### config.mk
export PLATFORM = sky130hd
export DESIGN_NAME = free_sector_bitmap_allocator
export DESIGN_NICKNAME = d
export VERILOG_FILES = /design/src/rtl/fsba_pkg.sv /design/src/rtl/fsba_map_ram.sv /design/src/rtl/fsba_bit_scan.sv /design/src/rtl/free_sector_bitmap_allocator.sv
export VERILOG_INCLUDE_DIRS = /design/src /design/src/rtl
export SDC_FILE = /design/constraint.sdc
export NUM_CORES = 2
export LEC_CHECK = 0
export ABC_AREA = 1
export BUFFER_PORTS_ARGS = -buffer_cell sky130_fd_sc_hd__buf_2
export CAP_MARGIN = 0
export CORE_UTILIZATION = 49
export CTS_BUF_LIST = sky130_fd_sc_hd__clkbuf_2 sky130_fd_sc_hd__clkbuf_4 sky130_fd_sc_hd__clkbuf_8
export DETAILED_ROUTE_END_ITERATION = 6
export GPL_TIMING_DRIVEN = 0
export PLACE_DENSITY = 0.66
export SYNTH_ARGS = -nofsm -noshare
export SYNTH_HDL_FRONTEND = slang
export SYNTH_SLANG_ARGS = --single-unit
### constraint.sdc
create_clock -name clk -period 15.8 [get_ports clk]
set_input_delay 3.95 -clock clk [delete_from_list [all_inputs] [get_ports clk]]
set_output_delay 3.95 -clock clk [all_outputs]
set_load 0.02 [all_outputs]
### src/rtl/assert_macros.svh
// Assertion macros used by the top RTL file of the sector bitmap allocator.
`ifndef ASSERT_MACROS_SVH
`define ASSERT_MACROS_SVH
`ifndef SYNTHESIS
// Check that cons holds whenever ante holds, at every rising clock edge out of reset.
`define ASSERT_IMPLY(lbl, clk, rstn, ante, cons) \
  lbl: assert property (@(posedge clk) disable iff (!rstn) (ante) |-> (cons)) \
    else $error("implication check failed");
// Check that cond never holds at a rising clock edge out of reset.
`define ASSERT_NEVER(lbl, clk, rstn, cond) \
  lbl: assert property (@(posedge clk) disable iff (!rstn) !(cond)) \
    else $error("forbidden condition seen");
`else
`define ASSERT_IMPLY(lbl, clk, rstn, ante, cons)
`define ASSERT_NEVER(lbl, clk, rstn, cond)
`endif
`endif

### src/rtl/fsba_pkg.sv
// Shared constants, codes and types of the free sector bitmap allocator.
package fsba_pkg;

  // Disk geometry and map layout
  localparam int SECTORS   = 1760;
  localparam int MAP_WORDS = 55;
  localparam int WORD_W    = 32;
  localparam int BIT_W     = $clog2(WORD_W);
  localparam int WADDR_W   = $clog2(MAP_WORDS);
  localparam int SEC_W     = 12;
  localparam int OFF_W     = SEC_W + 1;

  // Sector 2 is bit 0 of word 0
  localparam int FIRST_SEC = 2;
  localparam int LAST_OFF  = SECTORS - FIRST_SEC;
  localparam int TRIES     = SECTORS - 4;
  localparam int MAP_BITS  = MAP_WORDS * WORD_W;
  localparam int END_OFF   = (LAST_OFF < MAP_BITS) ? LAST_OFF : MAP_BITS;

  localparam logic [SEC_W-1:0] SCAN_START_RST = SEC_W'(881);

  // Negated sum of an all-ones map: -(N * (2^32 - 1)) = N mod 2^32
  localparam logic [WORD_W-1:0] CLEAR_SUM = WORD_W'(MAP_WORDS);

  // Stream widths
  localparam int IN_DATA_W  = 16;
  localparam int IN_USER_W  = 2;
  localparam int OUT_DATA_W = 48;

  typedef enum logic [1:0] {
    CMD_ALLOC = 2'd0,
    CMD_MARK  = 2'd1,
    CMD_QUERY = 2'd2,
    CMD_CLEAR = 2'd3
  } cmd_t;

  typedef enum logic [1:0] {
    ST_OK    = 2'd0,
    ST_FULL  = 2'd1,
    ST_USED  = 2'd2,
    ST_RANGE = 2'd3
  } stat_t;

  // Half-open range [lo, hi) of bit offsets (sector minus two)
  typedef struct packed {
    logic [OFF_W-1:0] lo;
    logic [OFF_W-1:0] hi;
  } rng_t;

  // Write request into the map store
  typedef struct packed {
    logic               en;
    logic [WADDR_W-1:0] addr;
    logic [WORD_W-1:0]  data;
  } map_wr_t;

endpackage

### src/rtl/fsba_map_ram.sv
// Bitmap word store with per-word valid bits; an unwritten word reads as all free.
module fsba_map_ram
  import fsba_pkg::*;
(
  input  logic               clk,
  input  logic               rst_n,
  input  logic [WADDR_W-1:0] rd_addr,
  input  map_wr_t            wr,
  input  logic               clr,
  output logic [WORD_W-1:0]  rd_word
);

  logic [WORD_W-1:0]    map_mem [MAP_WORDS];
  logic [MAP_WORDS-1:0] vld_r;
  logic [WORD_W-1:0]    rd_word_r;
  logic                 rd_vld_r;

  // Write one word, read one word with registered data
  always_ff @(posedge clk) begin
    if (wr.en) begin
      map_mem[wr.addr] <= wr.data;
    end
    rd_word_r <= map_mem[rd_addr];
    rd_vld_r  <= vld_r[rd_addr];
  end

  // Drop all valid bits on reset or clear, set on write
  always_ff @(posedge clk) begin
    if (!rst_n || clr) begin
      vld_r <= '0;
    end else if (wr.en) begin
      vld_r[wr.addr] <= 1'b1;
    end
  end

  assign rd_word = rd_vld_r ? rd_word_r : '1;

endmodule

### src/rtl/fsba_bit_scan.sv
// Shared scan unit: masks one map word to an offset range and finds its lowest free bit.
module fsba_bit_scan
  import fsba_pkg::*;
(
  input  logic [WORD_W-1:0]  word,
  input  logic [WADDR_W-1:0] widx,
  input  rng_t               rng,
  output logic               hit,
  output logic [BIT_W-1:0]   hit_bit
);

  logic [OFF_W-1:0]  base;
  logic [OFF_W-1:0]  diff_l;
  logic [OFF_W-1:0]  diff_h;
  logic [WORD_W-1:0] mask_l;
  logic [WORD_W-1:0] mask_h;
  logic [WORD_W-1:0] cand;

  assign base   = OFF_W'({widx, {BIT_W{1'b0}}});
  assign diff_l = rng.lo - base;
  assign diff_h = rng.hi - base;

  // Keep bits at or above the range start
  always_comb begin
    if (rng.lo <= base) begin
      mask_l = '1;
    end else if (diff_l < OFF_W'(WORD_W)) begin
      mask_l = {WORD_W{1'b1}} << diff_l[BIT_W-1:0];
    end else begin
      mask_l = '0;
    end
  end

  // Keep bits below the range end
  always_comb begin
    if (rng.hi <= base) begin
      mask_h = '0;
    end else if (diff_h >= OFF_W'(WORD_W)) begin
      mask_h = '1;
    end else begin
      mask_h = (WORD_W'(1) << diff_h[BIT_W-1:0]) - WORD_W'(1);
    end
  end

  assign cand = word & mask_l & mask_h;
  assign hit  = |cand;

  // Lowest set bit wins
  always_comb begin
    hit_bit = '0;
    for (int i = WORD_W - 1; i >= 0; i--) begin
      if (cand[i]) begin
        hit_bit = BIT_W'(i);
      end
    end
  end

endmodule

### src/rtl/free_sector_bitmap_allocator.sv
// Free sector bitmap allocator: stream-in commands, one stream-out result per command.
//
// Input stream: in_tuser carries the command (allocate, mark used, query,
// clear all) and in_tdata the sector number. One command is worked on at a
// time; in_tready is high only while the block is idle.
// Output stream: one transfer per command with the allocated sector, the
// in-use flag, the status and the bitmap checksum after the command.
// Config: cfg_data sets the sector where an allocation scan begins; it is
// always ready; the user writes it only while no command is in flight (not enforced).
// Flow: clear all and out-of-range commands go from idle straight to the
// result state; mark used and query pass through setup and a one-word scan.
// Allocate reads one map word per cycle through the shared scan unit,
// visiting at most MAP_WORDS + 1 words; the one read port of the word
// store and the one scan unit set that rate.
// Reset: every sector free, checksum equal to MAP_WORDS, scan start 881;
// no clearing pass is needed since per-word valid bits cover the map.
// Stall: a finished result waits in the output register while the next
// command is accepted; a second result waits in the sequencer until the
// output register is taken.
`include "assert_macros.svh"

module free_sector_bitmap_allocator
  import fsba_pkg::*;
(
  input  logic                  clk,
  input  logic                  rst_n,
  // in_tdata: [11:0] sector, [15:12] zero
  input  logic [IN_DATA_W-1:0]  in_tdata,
  // in_tuser: [1:0] command
  input  logic [IN_USER_W-1:0]  in_tuser,
  input  logic                  in_tvalid,
  output logic                  in_tready,
  // out_tdata: [11:0] sector_out, [12] in_use, [14:13] status,
  // [46:15] map_checksum, [47] zero
  output logic [OUT_DATA_W-1:0] out_tdata,
  output logic                  out_tvalid,
  input  logic                  out_tready,
  input  logic [SEC_W-1:0]      cfg_data,
  input  logic                  cfg_valid,
  output logic                  cfg_ready
);

  typedef enum logic [1:0] {
    S_IDLE,
    S_SETUP,
    S_SCAN,
    S_PUT
  } state_t;

  state_t              state_r, state_nxt;
  logic                iss_on_r, iss_on_nxt;
  logic                chk_vld_r, chk_vld_nxt;
  logic                out_tvalid_r, out_tvalid_nxt;
  logic [WORD_W-1:0]   sum_r, sum_nxt;
  logic [SEC_W-1:0]    scan_start_r, scan_start_nxt;

  cmd_t                cmd_r, cmd_nxt;
  rng_t                rng0_r, rng0_nxt;
  rng_t                rng1_r, rng1_nxt;
  logic [WADDR_W-1:0]  iss_w_r, iss_w_nxt;
  logic                iss_ph_r, iss_ph_nxt;
  logic [WADDR_W-1:0]  chk_w_r, chk_w_nxt;
  logic                chk_ph_r, chk_ph_nxt;
  logic                chk_last_r, chk_last_nxt;
  logic [SEC_W-1:0]    res_sec_r, res_sec_nxt;
  logic                res_use_r, res_use_nxt;
  stat_t               res_st_r, res_st_nxt;
  logic [OUT_DATA_W-1:0] out_tdata_r, out_tdata_nxt;

  logic                in_acc;
  cmd_t                in_cmd;
  logic [OFF_W-1:0]    sec_ext;
  logic [OFF_W-1:0]    sec_off;
  logic                sec_ok;
  logic [OFF_W-1:0]    ss_ext;
  logic [OFF_W-1:0]    start_sec;
  logic [OFF_W-1:0]    start_off;
  logic [OFF_W-1:0]    span;
  logic [OFF_W-1:0]    tail;
  rng_t                alloc_rng0;
  rng_t                alloc_rng1;
  logic                rng0_ne;
  logic                rng1_ne;
  rng_t                iss_rng;
  logic [OFF_W-1:0]    iss_end;
  logic                iss_last_w;
  rng_t                chk_rng;
  logic [WORD_W-1:0]   map_word;
  logic                hit;
  logic [BIT_W-1:0]    hit_bit;
  logic [WORD_W-1:0]   hit_mask;
  map_wr_t             map_wr;
  logic                map_clr;

  assign in_acc    = in_tvalid && in_tready;
  assign in_cmd    = cmd_t'(in_tuser[1:0]);
  assign in_tready = (state_r == S_IDLE);
  assign cfg_ready = 1'b1;
  assign out_tvalid = out_tvalid_r;
  assign out_tdata  = out_tdata_r;

  // Decode the target sector of mark used and query
  assign sec_ext = OFF_W'(in_tdata[SEC_W-1:0]);
  assign sec_off = sec_ext - OFF_W'(FIRST_SEC);
  assign sec_ok  = (sec_ext >= OFF_W'(FIRST_SEC)) && (sec_ext < OFF_W'(SECTORS)) &&
                   ((sec_off >> BIT_W) < OFF_W'(MAP_WORDS));

  // Split the wrapping allocation scan into a head range and a wrapped tail range
  assign ss_ext    = OFF_W'(scan_start_r);
  assign start_sec = ((ss_ext >= OFF_W'(SECTORS)) || (ss_ext < OFF_W'(FIRST_SEC))) ?
                     OFF_W'(FIRST_SEC) : ss_ext;
  assign start_off = start_sec - OFF_W'(FIRST_SEC);
  assign span      = start_off + OFF_W'(TRIES);
  assign tail      = (span > OFF_W'(LAST_OFF)) ? (span - OFF_W'(LAST_OFF)) : '0;

  always_comb begin
    alloc_rng0.lo = start_off;
    alloc_rng0.hi = (span < OFF_W'(END_OFF)) ? span : OFF_W'(END_OFF);
    alloc_rng1.lo = '0;
    alloc_rng1.hi = (tail < OFF_W'(END_OFF)) ? tail : OFF_W'(END_OFF);
  end

  assign rng0_ne = (rng0_r.lo < rng0_r.hi);
  assign rng1_ne = (rng1_r.lo < rng1_r.hi);

  // Last word of the range being issued
  assign iss_rng    = iss_ph_r ? rng1_r : rng0_r;
  assign iss_end    = iss_rng.hi - OFF_W'(1);
  assign iss_last_w = (iss_w_r == iss_end[BIT_W +: WADDR_W]);

  assign chk_rng  = chk_ph_r ? rng1_r : rng0_r;
  assign hit_mask = WORD_W'(1) << hit_bit;

  fsba_map_ram u_map (
    .clk     (clk),
    .rst_n   (rst_n),
    .rd_addr (iss_w_r),
    .wr      (map_wr),
    .clr     (map_clr),
    .rd_word (map_word)
  );

  fsba_bit_scan u_scan (
    .word    (map_word),
    .widx    (chk_w_r),
    .rng     (chk_rng),
    .hit     (hit),
    .hit_bit (hit_bit)
  );

  // Sequencer next state
  always_comb begin
    state_nxt      = state_r;
    iss_on_nxt     = iss_on_r;
    chk_vld_nxt    = chk_vld_r;
    out_tvalid_nxt = out_tvalid_r;
    sum_nxt        = sum_r;
    scan_start_nxt = scan_start_r;
    cmd_nxt        = cmd_r;
    rng0_nxt       = rng0_r;
    rng1_nxt       = rng1_r;
    iss_w_nxt      = iss_w_r;
    iss_ph_nxt     = iss_ph_r;
    chk_w_nxt      = chk_w_r;
    chk_ph_nxt     = chk_ph_r;
    chk_last_nxt   = chk_last_r;
    res_sec_nxt    = res_sec_r;
    res_use_nxt    = res_use_r;
    res_st_nxt     = res_st_r;
    out_tdata_nxt  = out_tdata_r;
    map_wr         = '0;
    map_clr        = 1'b0;

    if (cfg_valid) begin
      scan_start_nxt = cfg_data;
    end

    // Free the output register once the transfer completes
    if (out_tvalid_r && out_tready) begin
      out_tvalid_nxt = 1'b0;
    end

    unique case (state_r)
      S_IDLE: begin
        if (in_acc) begin
          cmd_nxt     = in_cmd;
          res_sec_nxt = '0;
          res_use_nxt = 1'b0;
          res_st_nxt  = ST_OK;
          unique case (in_cmd)
            CMD_ALLOC: begin
              rng0_nxt  = alloc_rng0;
              rng1_nxt  = alloc_rng1;
              state_nxt = S_SETUP;
            end
            CMD_MARK, CMD_QUERY: begin
              if (sec_ok) begin
                rng0_nxt.lo = sec_off;
                rng0_nxt.hi = sec_off + OFF_W'(1);
                rng1_nxt    = '0;
                state_nxt   = S_SETUP;
              end else begin
                res_st_nxt = ST_RANGE;
                state_nxt  = S_PUT;
              end
            end
            CMD_CLEAR: begin
              map_clr   = 1'b1;
              sum_nxt   = CLEAR_SUM;
              state_nxt = S_PUT;
            end
            default: begin
              state_nxt = S_IDLE;
            end
          endcase
        end
      end

      S_SETUP: begin
        priority if (rng0_ne) begin
          iss_w_nxt  = rng0_r.lo[BIT_W +: WADDR_W];
          iss_ph_nxt = 1'b0;
          iss_on_nxt = 1'b1;
          state_nxt  = S_SCAN;
        end else if (rng1_ne) begin
          iss_w_nxt  = rng1_r.lo[BIT_W +: WADDR_W];
          iss_ph_nxt = 1'b1;
          iss_on_nxt = 1'b1;
          state_nxt  = S_SCAN;
        end else begin
          res_st_nxt = ST_FULL;
          state_nxt  = S_PUT;
        end
      end

      S_SCAN: begin
        // Issue one word read per cycle, advancing through head then tail range
        chk_vld_nxt  = iss_on_r;
        chk_w_nxt    = iss_w_r;
        chk_ph_nxt   = iss_ph_r;
        chk_last_nxt = iss_last_w && (iss_ph_r || !rng1_ne);
        if (iss_on_r) begin
          priority if (!iss_last_w) begin
            iss_w_nxt = iss_w_r + WADDR_W'(1);
          end else if (!iss_ph_r && rng1_ne) begin
            iss_w_nxt  = rng1_r.lo[BIT_W +: WADDR_W];
            iss_ph_nxt = 1'b1;
          end else begin
            iss_on_nxt = 1'b0;
          end
        end

        // Check the word read last cycle; stop on a hit or after the last word
        if (chk_vld_r && (hit || chk_last_r)) begin
          iss_on_nxt  = 1'b0;
          chk_vld_nxt = 1'b0;
          state_nxt   = S_PUT;
          unique case (cmd_r)
            CMD_ALLOC: begin
              if (hit) begin
                map_wr.en   = 1'b1;
                map_wr.addr = chk_w_r;
                map_wr.data = map_word & ~hit_mask;
                sum_nxt     = sum_r + hit_mask;
                res_sec_nxt = SEC_W'({chk_w_r, hit_bit}) + SEC_W'(FIRST_SEC);
              end else begin
                res_st_nxt = ST_FULL;
              end
            end
            CMD_MARK: begin
              if (hit) begin
                map_wr.en   = 1'b1;
                map_wr.addr = chk_w_r;
                map_wr.data = map_word & ~hit_mask;
                sum_nxt     = sum_r + hit_mask;
              end else begin
                res_st_nxt = ST_USED;
              end
            end
            CMD_QUERY: begin
              res_use_nxt = !hit;
            end
            default: begin
              res_st_nxt = ST_OK;
            end
          endcase
        end
      end

      S_PUT: begin
        // Hand the result to the output register once it is free
        if (!out_tvalid_r || out_tready) begin
          out_tvalid_nxt = 1'b1;
          out_tdata_nxt  = {1'b0, sum_r, res_st_r, res_use_r, res_sec_r};
          state_nxt      = S_IDLE;
        end
      end

      default: begin
        state_nxt = S_IDLE;
      end
    endcase
  end

  // State, control and result registers
  always_ff @(posedge clk) begin
    cmd_r       <= cmd_nxt;
    rng0_r      <= rng0_nxt;
    rng1_r      <= rng1_nxt;
    iss_w_r     <= iss_w_nxt;
    iss_ph_r    <= iss_ph_nxt;
    chk_w_r     <= chk_w_nxt;
    chk_ph_r    <= chk_ph_nxt;
    chk_last_r  <= chk_last_nxt;
    res_sec_r   <= res_sec_nxt;
    res_use_r   <= res_use_nxt;
    res_st_r    <= res_st_nxt;
    out_tdata_r <= out_tdata_nxt;
    if (!rst_n) begin
      state_r      <= S_IDLE;
      iss_on_r     <= 1'b0;
      chk_vld_r    <= 1'b0;
      out_tvalid_r <= 1'b0;
      sum_r        <= CLEAR_SUM;
      scan_start_r <= SCAN_START_RST;
    end else begin
      state_r      <= state_nxt;
      iss_on_r     <= iss_on_nxt;
      chk_vld_r    <= chk_vld_nxt;
      out_tvalid_r <= out_tvalid_nxt;
      sum_r        <= sum_nxt;
      scan_start_r <= scan_start_nxt;
    end
  end

  // A pending word check only exists while scanning
  `ASSERT_IMPLY(a_chk_in_scan, clk, rst_n, chk_vld_r, state_r == S_SCAN)
  // The map is written only by an allocate or mark used that found a free bit
  `ASSERT_IMPLY(a_wr_cmd, clk, rst_n, map_wr.en, (state_r == S_SCAN) && (cmd_r == CMD_ALLOC || cmd_r == CMD_MARK))
  // A disk full result never carries a sector
  `ASSERT_IMPLY(a_full_no_sec, clk, rst_n, out_tvalid_r && (out_tdata_r[14:13] == ST_FULL), out_tdata_r[11:0] == '0)
  // An in-use answer comes with status ok and no sector
  `ASSERT_IMPLY(a_use_ok, clk, rst_n, out_tvalid_r && out_tdata_r[12], (out_tdata_r[14:13] == ST_OK) && (out_tdata_r[11:0] == '0))

endmodule

# Word-level counts from Yosys, hierarchy flattened
# Memory sizes are Yosys's and may differ from the RTL's. A register that Yosys moved wholly into a read port is not among the register bits.
# Index checks and enable logic that the tools add are counted.
dict set report totals {
  register_bits 236
  ramBits 1760
  in_bits 35
  output_inout_bits 51
  word_cells 242
  n_memories 1
}
dict set report classes {
  addsub 12
  magnitude_cmp 17
  n_eq_ne 28
  shift 3
  muxes 115
  bitwise 5
  reduce_logical 39
}
# name words width rd rd_ports_with_merged_regs write_ports line
set memory_table {}
lappend memory_table {u_map.map_mem 55 32 1 1 1 fsba_map_ram.sv:13} ;# logic [WORD_W-1:0] map_mem [MAP_WORDS];
# cell count
set op_table {}
lappend op_table {{2-to-1 mux 32 bit} 10}
lappend op_table {{2-to-1 mux 5 bit} 32}
lappend op_table {{2-to-1 mux 39 bit} 4}
lappend op_table {{one-hot mux 26 bit (2 select lines)} 2}
lappend op_table {{AND 32 bit} 3}
lappend op_table {{2-to-1 mux 26 bit} 3}
lappend op_table {{one-hot mux 32 bit (2 select lines)} 1}
lappend op_table {{left shift 1 x 5 -> 32 bit, first input constant} 2}
lappend op_table {{2-to-1 mux 12 bit} 5}
lappend op_table {{bitwise OR 55 bit} 1}
lappend op_table {{2-to-1 mux 13 bit} 3}
lappend op_table {{adder 32 bit} 1}
lappend op_table {{inverter 32 bit} 1}
lappend op_table {{OR reduction 32 bit} 1}
lappend op_table {{left shift 32 x 5 -> 32 bit, first input constant} 1}
lappend op_table {{subtractor 32 x 2 -> 32 bit, second input constant} 1}
lappend op_table {{2-to-1 mux 6 bit} 5}
lappend op_table {{<= comparator 13 x 11 -> 1 bit} 2}
lappend op_table {{less-than comparator 13 x 11 -> 1 bit, second input constant} 2}
lappend op_table {{less-than comparator 13 bit} 2}
lappend op_table {{2-to-1 mux 1 bit} 26}
lappend op_table {{subtractor 12 x 2 -> 13 bit, second input constant} 2}
lappend op_table {{subtractor 13 x 11 -> 13 bit} 2}
lappend op_table {{2-to-1 mux 2 bit} 12}
lappend op_table {{43 further kinds} 95}

# Logic depth before layout (Yosys ltp)
dict set report depth {
  depth_word 51
  depth_mapped 83
  ltp_nobuf 81
}

# Modules after synthesis
# A second synthesis with hierarchy kept.
dict set report hier_totals {
  cells_unflattened 8387
  hier_area_um2 87655.3
}
# module instances cells_each area_each_um2 seq_area_each_um2
set modules_own_cells {}
lappend modules_own_cells {fsba_map_ram 1 6494 74310.0 54612.4}
lappend modules_own_cells {free_sector_bitmap_allocator 1 1362 10780.3 4524.3}
lappend modules_own_cells {fsba_bit_scan 1 531 2565.0 0.0}

# Worst setup path after synthesis
# No wires, ideal clock.
dict set report synth_path {
  path_type {register -> register}
  start {register chk_ph_r}
  end {register sum_r[30]}
  setup_ns 0.070
  arrival_ns 8.047
  required_ns 15.730
  path_slack_ns 7.682
  path_stages_with_launch 80
  n_path_buf 5
  period_less_slack_ns 8.118
  path_cell_list {edfxtp_1 buf_6 buf_6 buf_2 clkbuf_1 nor2_1 ha_1 inv_1 o21bai_2 or2_2 a21oi_1 nand2_1 a21oi_2 nand2_1 inv_1 nand2_1 nand2_2 inv_2 (+44 left out) a21oi_1 inv_1 a21oi_1 o21bai_1 a21o_1 a21oi_1 o21ai_0 nand3_1 nand2_1 nand3_1 nand2_1 nand3_1 nand2_1 inv_1 o31ai_1 xor2_1 nand2_1 a21oi_1}
}
dict set report synth_between {
  elab_chain_cells 45
  word_cells_on_any_way 60
  classes_between {4 x add/sub; 4 x order compare; 2 x eq/ne; 3 x shift; 41 x mux; 2 x bitwise; 4 x reduce/logical}
}
# element line
set synth_lines {}
lappend synth_lines {{start: declaration} free_sector_bitmap_allocator.sv:63} ;# logic chk_ph_r, chk_ph_nxt;
lappend synth_lines {{start signal: assignment} free_sector_bitmap_allocator.sv:313} ;# chk_ph_r <= chk_ph_nxt;
lappend synth_lines {{2-to-1 mux 26 bit *} free_sector_bitmap_allocator.sv:131} ;# assign chk_rng = chk_ph_r ? rng1_r : rng0_r;
lappend synth_lines {{subtractor 13 x 11 -> 13 bit, on equally long branches} {fsba_bit_scan.sv:21, fsba_bit_scan.sv:20}}
lappend synth_lines {{left shift 1 x 5 -> 32 bit (tied with other cells)} fsba_bit_scan.sv:41} ;# mask_h = (WORD_W'(1) << diff_h[BIT_W-1:0]) - WORD_W'(1);
lappend synth_lines {{subtractor 32 x 2 -> 32 bit or 2-to-1 mux 32 bit (tied branches)} {fsba_bit_scan.sv:41, fsba_bit_scan.sv:27}}
lappend synth_lines {{2-to-1 mux 32 bit, on equally long branches} {fsba_bit_scan.sv:38, fsba_bit_scan.sv:25}}
lappend synth_lines {{2-to-1 mux 32 bit or AND 32 bit (tied branches)} {fsba_bit_scan.sv:36, fsba_bit_scan.sv:45}}
lappend synth_lines {{AND 32 bit *} fsba_bit_scan.sv:45} ;# assign cand = word & mask_l & mask_h;
lappend synth_lines {{2-to-1 mux 5 bit (32 in series)} fsba_bit_scan.sv:52} ;# if (cand[i]) begin
lappend synth_lines {{left shift 1 x 5 -> 32 bit} free_sector_bitmap_allocator.sv:132} ;# assign hit_mask = WORD_W'(1) << hit_bit;
lappend synth_lines {{adder 32 bit} {free_sector_bitmap_allocator.sv:264, free_sector_bitmap_allocator.sv:275}}
lappend synth_lines {{2-to-1 mux 32 bit} {free_sector_bitmap_allocator.sv:260, free_sector_bitmap_allocator.sv:271}}
lappend synth_lines {{2-to-1 mux 32 bit} n/a}
lappend synth_lines {{2-to-1 mux 32 bit} free_sector_bitmap_allocator.sv:254} ;# if (chk_vld_r && (hit || chk_last_r)) begin
lappend synth_lines {{one-hot mux 32 bit (2 select lines)} free_sector_bitmap_allocator.sv:183} ;# unique case (state_r)
lappend synth_lines {{end signal: assignment} free_sector_bitmap_allocator.sv:331} ;# sum_r <= sum_nxt;
lappend synth_lines {{end: declaration} free_sector_bitmap_allocator.sv:54} ;# logic [WORD_W-1:0] sum_r, sum_nxt;
# Every way passes the cells marked *; elsewhere a longest branch is shown, timed or not. The select of a mux whose other input is x is not followed.
# A chain may end at the register's enable or synchronous reset.

# Final worst setup path
# Same ends and word-level chain as after synthesis.

==> tab_implementation.tex <==
\begin{tabular}{lr}
\hline
Metric & Value \\
\hline
\multicolumn{2}{l}{\textbf{Outcome}} \\
\quad Outcome & complete, but fails checks \\
\quad Violated checks & DRC, capacitance limit, slew limit \\
\multicolumn{2}{l}{\textbf{Global route}} \\
\quad Vias in the first global route & about 59000 \\
\quad Antenna violations before repair & 30 \\
\quad All-Layer GR Usage & between 30\% and 40\% \\
\quad Total gr overflow & 0 \\
\quad First-pass GRT wire length & 434200 um \\
\quad Maximum number of pins on one net before global-route repair & 56 \\
\multicolumn{2}{l}{\textbf{Clock network}} \\
\quad Clock network latency to the later pin of the worst-skew pair & around 1.1 ns \\
\quad Hold-fix buffers at CTS & 0 \\
\quad Clock sinks & 2015 \\
\quad H-tree levels & 5 \\
\quad Cts bufs inserted & 340 \\
\quad TritonCTS clock tree & built \\
\quad Clock slew at the register clock pins of the worst setup and hold paths & 0.06 ns \\
\quad Number of post-CTS setup repair buffers & 0 \\
\quad Clock Root Buffer & clkbuf\_8 \\
\quad Maximum count of clock buffers along a single path & 4 \\
\quad Post-cts gate resize count & 0 \\
\multicolumn{2}{l}{\textbf{Placed design}} \\
\quad Port Buffer Count & 78 \\
\quad Post-detailed-placement cell area & 89950 um\^{}2 \\
\quad Global placement routability congestion & about 1.1 \\
\quad Worst Setup Slack post-DPL & $\sim$5.5 ns \\
\quad Detailed placer's ending HPWL & approximately 220000 um \\
\quad Cells after DPL & roughly 9400 \\
\multicolumn{2}{l}{\textbf{Timing}} \\
\quad Setup WS post-layout & between 5 and 6 ns \\
\quad Max Clk Rate & 95.68 MHz \\
\quad Worst relative slew slack & -5.399\% \\
\quad Worst Tran Pin Value & between 1.5 and 2 ns \\
\quad Fraction of the cycle the final worst path needs & 66.15\% \\
\quad Final worst hold slack & about 0.42 ns \\
\quad Setup repair after global routing missed its margin & no \\
\quad Shortest period the worst path allows & between 10 and 15 ns \\
\quad Number of failing setup endpoints in the final timing report & 0 \\
\quad Setup TNS after final layout & 0 ns \\
\quad Max Slew Vio Count & 33 \\
\quad Fin. Hold Viols & 0 \\
\quad Worst Skew & roughly 0.08 ns \\
\multicolumn{2}{l}{\textbf{Flow run}} \\
\quad Count of max-cap constraint violations & 3 \\
\multicolumn{2}{l}{\textbf{Finish}} \\
\quad Design Area, Final & 96530 um\^{}2 \\
\quad Nets & roughly 7700 \\
\quad Area occupied by multi-input gates & around 23000 um\^{}2 \\
\quad \# fillers & 13880 \\
\quad Final std cells w/o fill & about 10000 \\
\quad Share of cells above drive strength 1 & between 10\% and 20\% \\
\quad FF/Latch Area & 59140 um\^{}2 \\
\quad Relative area change from synthesis to final layout & 15.05\% \\
\quad Final standard cell utilization of the core & between 50\% and 60\% \\
\multicolumn{2}{l}{\textbf{Worst setup path}} \\
\quad Category of the worst setup path capture point & flop \\
\quad Data arrival time of the critical path & between 10 and 15 ns \\
\quad Required time at the worst-slack endpoint & between 15 and 20 ns \\
\quad Number of buffers and inverters on the critical path & 7 \\
\quad Class of the most critical setup path & reg -> reg \\
\quad Cell family with the largest share of critical-path delay & simple AND/OR/NAND/NOR gates \\
\quad Worst path most repeated cell & nand2\_1 \\
\quad Largest fanout on the critical path & 10 \\
\quad Setup crit start kind & flop \\
\quad Slowest CP cell & fa\_1 \\
\quad Largest incremental delay on the critical path & around 0.43 ns \\
\multicolumn{2}{l}{\textbf{Drt}} \\
\quad Final antenna-violating net count & 0 \\
\quad Aggregate routed wire length & roughly 320000 um \\
\quad Drt via density & 6.368 \\
\quad Starting DRT DRC Count & 11020 \\
\quad DRC violations left & 31 \\
\quad Routed wirelength normalized by instance count & 31.57 um \\
\quad DR vias & 63880 \\
\quad Total iterations of the first detailed-routing run & 7 \\
\multicolumn{2}{l}{\textbf{Floorplan}} \\
\quad Die area & 172900 um\^{}2 \\
\quad Standard-cell rows & 151 \\
\quad Vertical die dimension & roughly 420 um \\
\quad Chip Width & about 420 um \\
\quad Top-Level Pins & between 80 and 90 \\
\quad Starting Density & roughly half \\
\quad Core ar. & $\sim$170000 um\^{}2 \\
\multicolumn{2}{l}{\textbf{Yosys}} \\
\quad Post-synthesis sequential element count & a little over 2000 \\
\quad Synthesized area per cell & 11.98 um\^{}2 \\
\quad Ys Warns & 0 \\
\quad Sequential cell area fraction in the yosys report & 70.49\% \\
\quad Cell count after synthesis & around 7000 \\
\quad Library cell with the largest summed area after synthesis & edfxtp\_1 \\
\quad Fraction of synthesized cell area taken by the top area cell type & about 67\% \\
\quad Most used standard cell by instance count after synthesis & edfxtp\_1 \\
\quad Most used flip-flop cell after synthesis & edfxtp\_1 \\
\quad Area of the mapped netlist & 83900 um\^{}2 \\
\quad Number of synthesized flops with an enable pin & about 1900 \\
\quad Synth area leaders & edfxtp\_1, o21ai\_0, nor2\_1 \\
\quad Leading cell types by count after synthesis & edfxtp\_1, nor2\_1, o21ai\_0 \\
\quad Post-synth ARST share & 0\% \\
\quad Distinct cell type count after synthesis & 67 \\
\multicolumn{2}{l}{\textbf{Pwr}} \\
\quad Static leakage & between 20 and 30 nW \\
\quad Worst VDD drop & between 0.0001 and 0.00015 V \\
\quad Total power of the final layout & about 18 mW \\
\quad Ratio of total power to cell area & between 150 and 200 nW/um\^{}2 \\
\multicolumn{2}{l}{\textbf{Worst hold path}} \\
\quad Classification of the worst-slack hold path & reg -> reg \\
\hline
\end{tabular}
==> state kept, by name (all words and copies together), names as in the netlist, 2 cells and up <==
register         flops
u_map.vld_r         55
u_map.map_mem     1760
res_sec_r           12
cmd_r                2
iss_w_r              6
u_map.rd_word_r     32
res_st_r             2
scan_start_r        12
sum_r               32
chk_w_r              6
rng1_r              13
state_r              2
rng0_r              26
out_tdata           47
==> final timing paths <==
| kind | from | endpoint | slack [ns] | depth (start not counted) |
|---|---|---|---|---|
| worst max-delay path | chk_ph_r | sum_r[30] | 5.35 | 80 |
| worst min-delay path | res_sec_r[10] | out_tdata[10] | 0.42 | 0 |
| worst max register to register | chk_ph_r | sum_r[30] | 5.35 | 80 |
| worst min register to register | res_sec_r[10] | out_tdata[10] | 0.42 | 0 |
==> routing by layer <==
layer | wire length, um | track usage [%] | vias up | part of all wire, %
met4 | 21720 | 21.14 | 8 | 6.9
met2 | 134100 | 51.42 | 4914 | 42
met1 | 114700 | 47.34 | 31110 | 36
li1 | - | - | 26940 | -
met5 | 47 | 0 | - | 0.015
met3 | 46080 | 11.95 | 910 | 15
==> logic make-up (layout without fill, tap and decap cells) <==
logic type | Yosys count | after routing | synth area share, %
simple gates | 2304 | 2304 | 11.59
xor+xnor | 62 | 62 | 0.6472
fa+ha+maj | 77 | 77 | 1.166
flops | 2015 | 2015 | 70.49
compound gates | 1853 | 1853 | 12.88
buf+inv | 689 | 1488 | 3.220
other cells | 2 | 15 | 0.008951
==> final cells by class <==
type                            count  share of cell area, %
Antenna cell                       11                0.02852
Buffer                            440                  1.838
Clock buffer                      461                  5.919
Clock inverter                    128                 0.8620
Inverter                          249                 0.9735
Multi-Input combinational cell   4300                  23.47
Sequential cell                  2015                  61.27
Tap cell                         2218                  2.875
Timing Repair Buffer              210                  2.765
==> cell usage in the layout (no fill, tap or decap), types with 16 or more instances in the layout <==
master    synthesis  layout
a21oi_1         175     174
a31oi_1          40      40
a32o_1           32      32
buf_1            31      31
buf_12            0      76
buf_2             8      86
buf_6            11      52
clkbuf_1        384     378
clkbuf_4          0     101
clkbuf_8          0     360
clkinv_1          4      75
clkinv_2          0      36
dfxtp_1         137     137
edfxtp_1       1878    1878
ha_1             75      75
inv_1           226     218
inv_2            19      25
nand2_1         620     620
nand2_2          30      30
nand3_1         201     201
nand4_1          94      94
nor2_1         1221    1151
nor2_2           17      17
nor2_4           13      83
nor3_1           43      32
nor3_2            5      16
o211ai_1        102     102
o21ai_0         999     998
o221ai_1        117     117
o22ai_1         312     312
or2_2            21      21
xnor2_1          19      19
xor2_1           43      43
==> power by group <==
group	switching [mW]	total, mW	internal, mW
clock	2.13	4.63	2.50
combinational	5.47	6.96	1.49
sequential	0.0876	6.04	5.95
No activity file was read; power rests on OpenSTA's default activity.
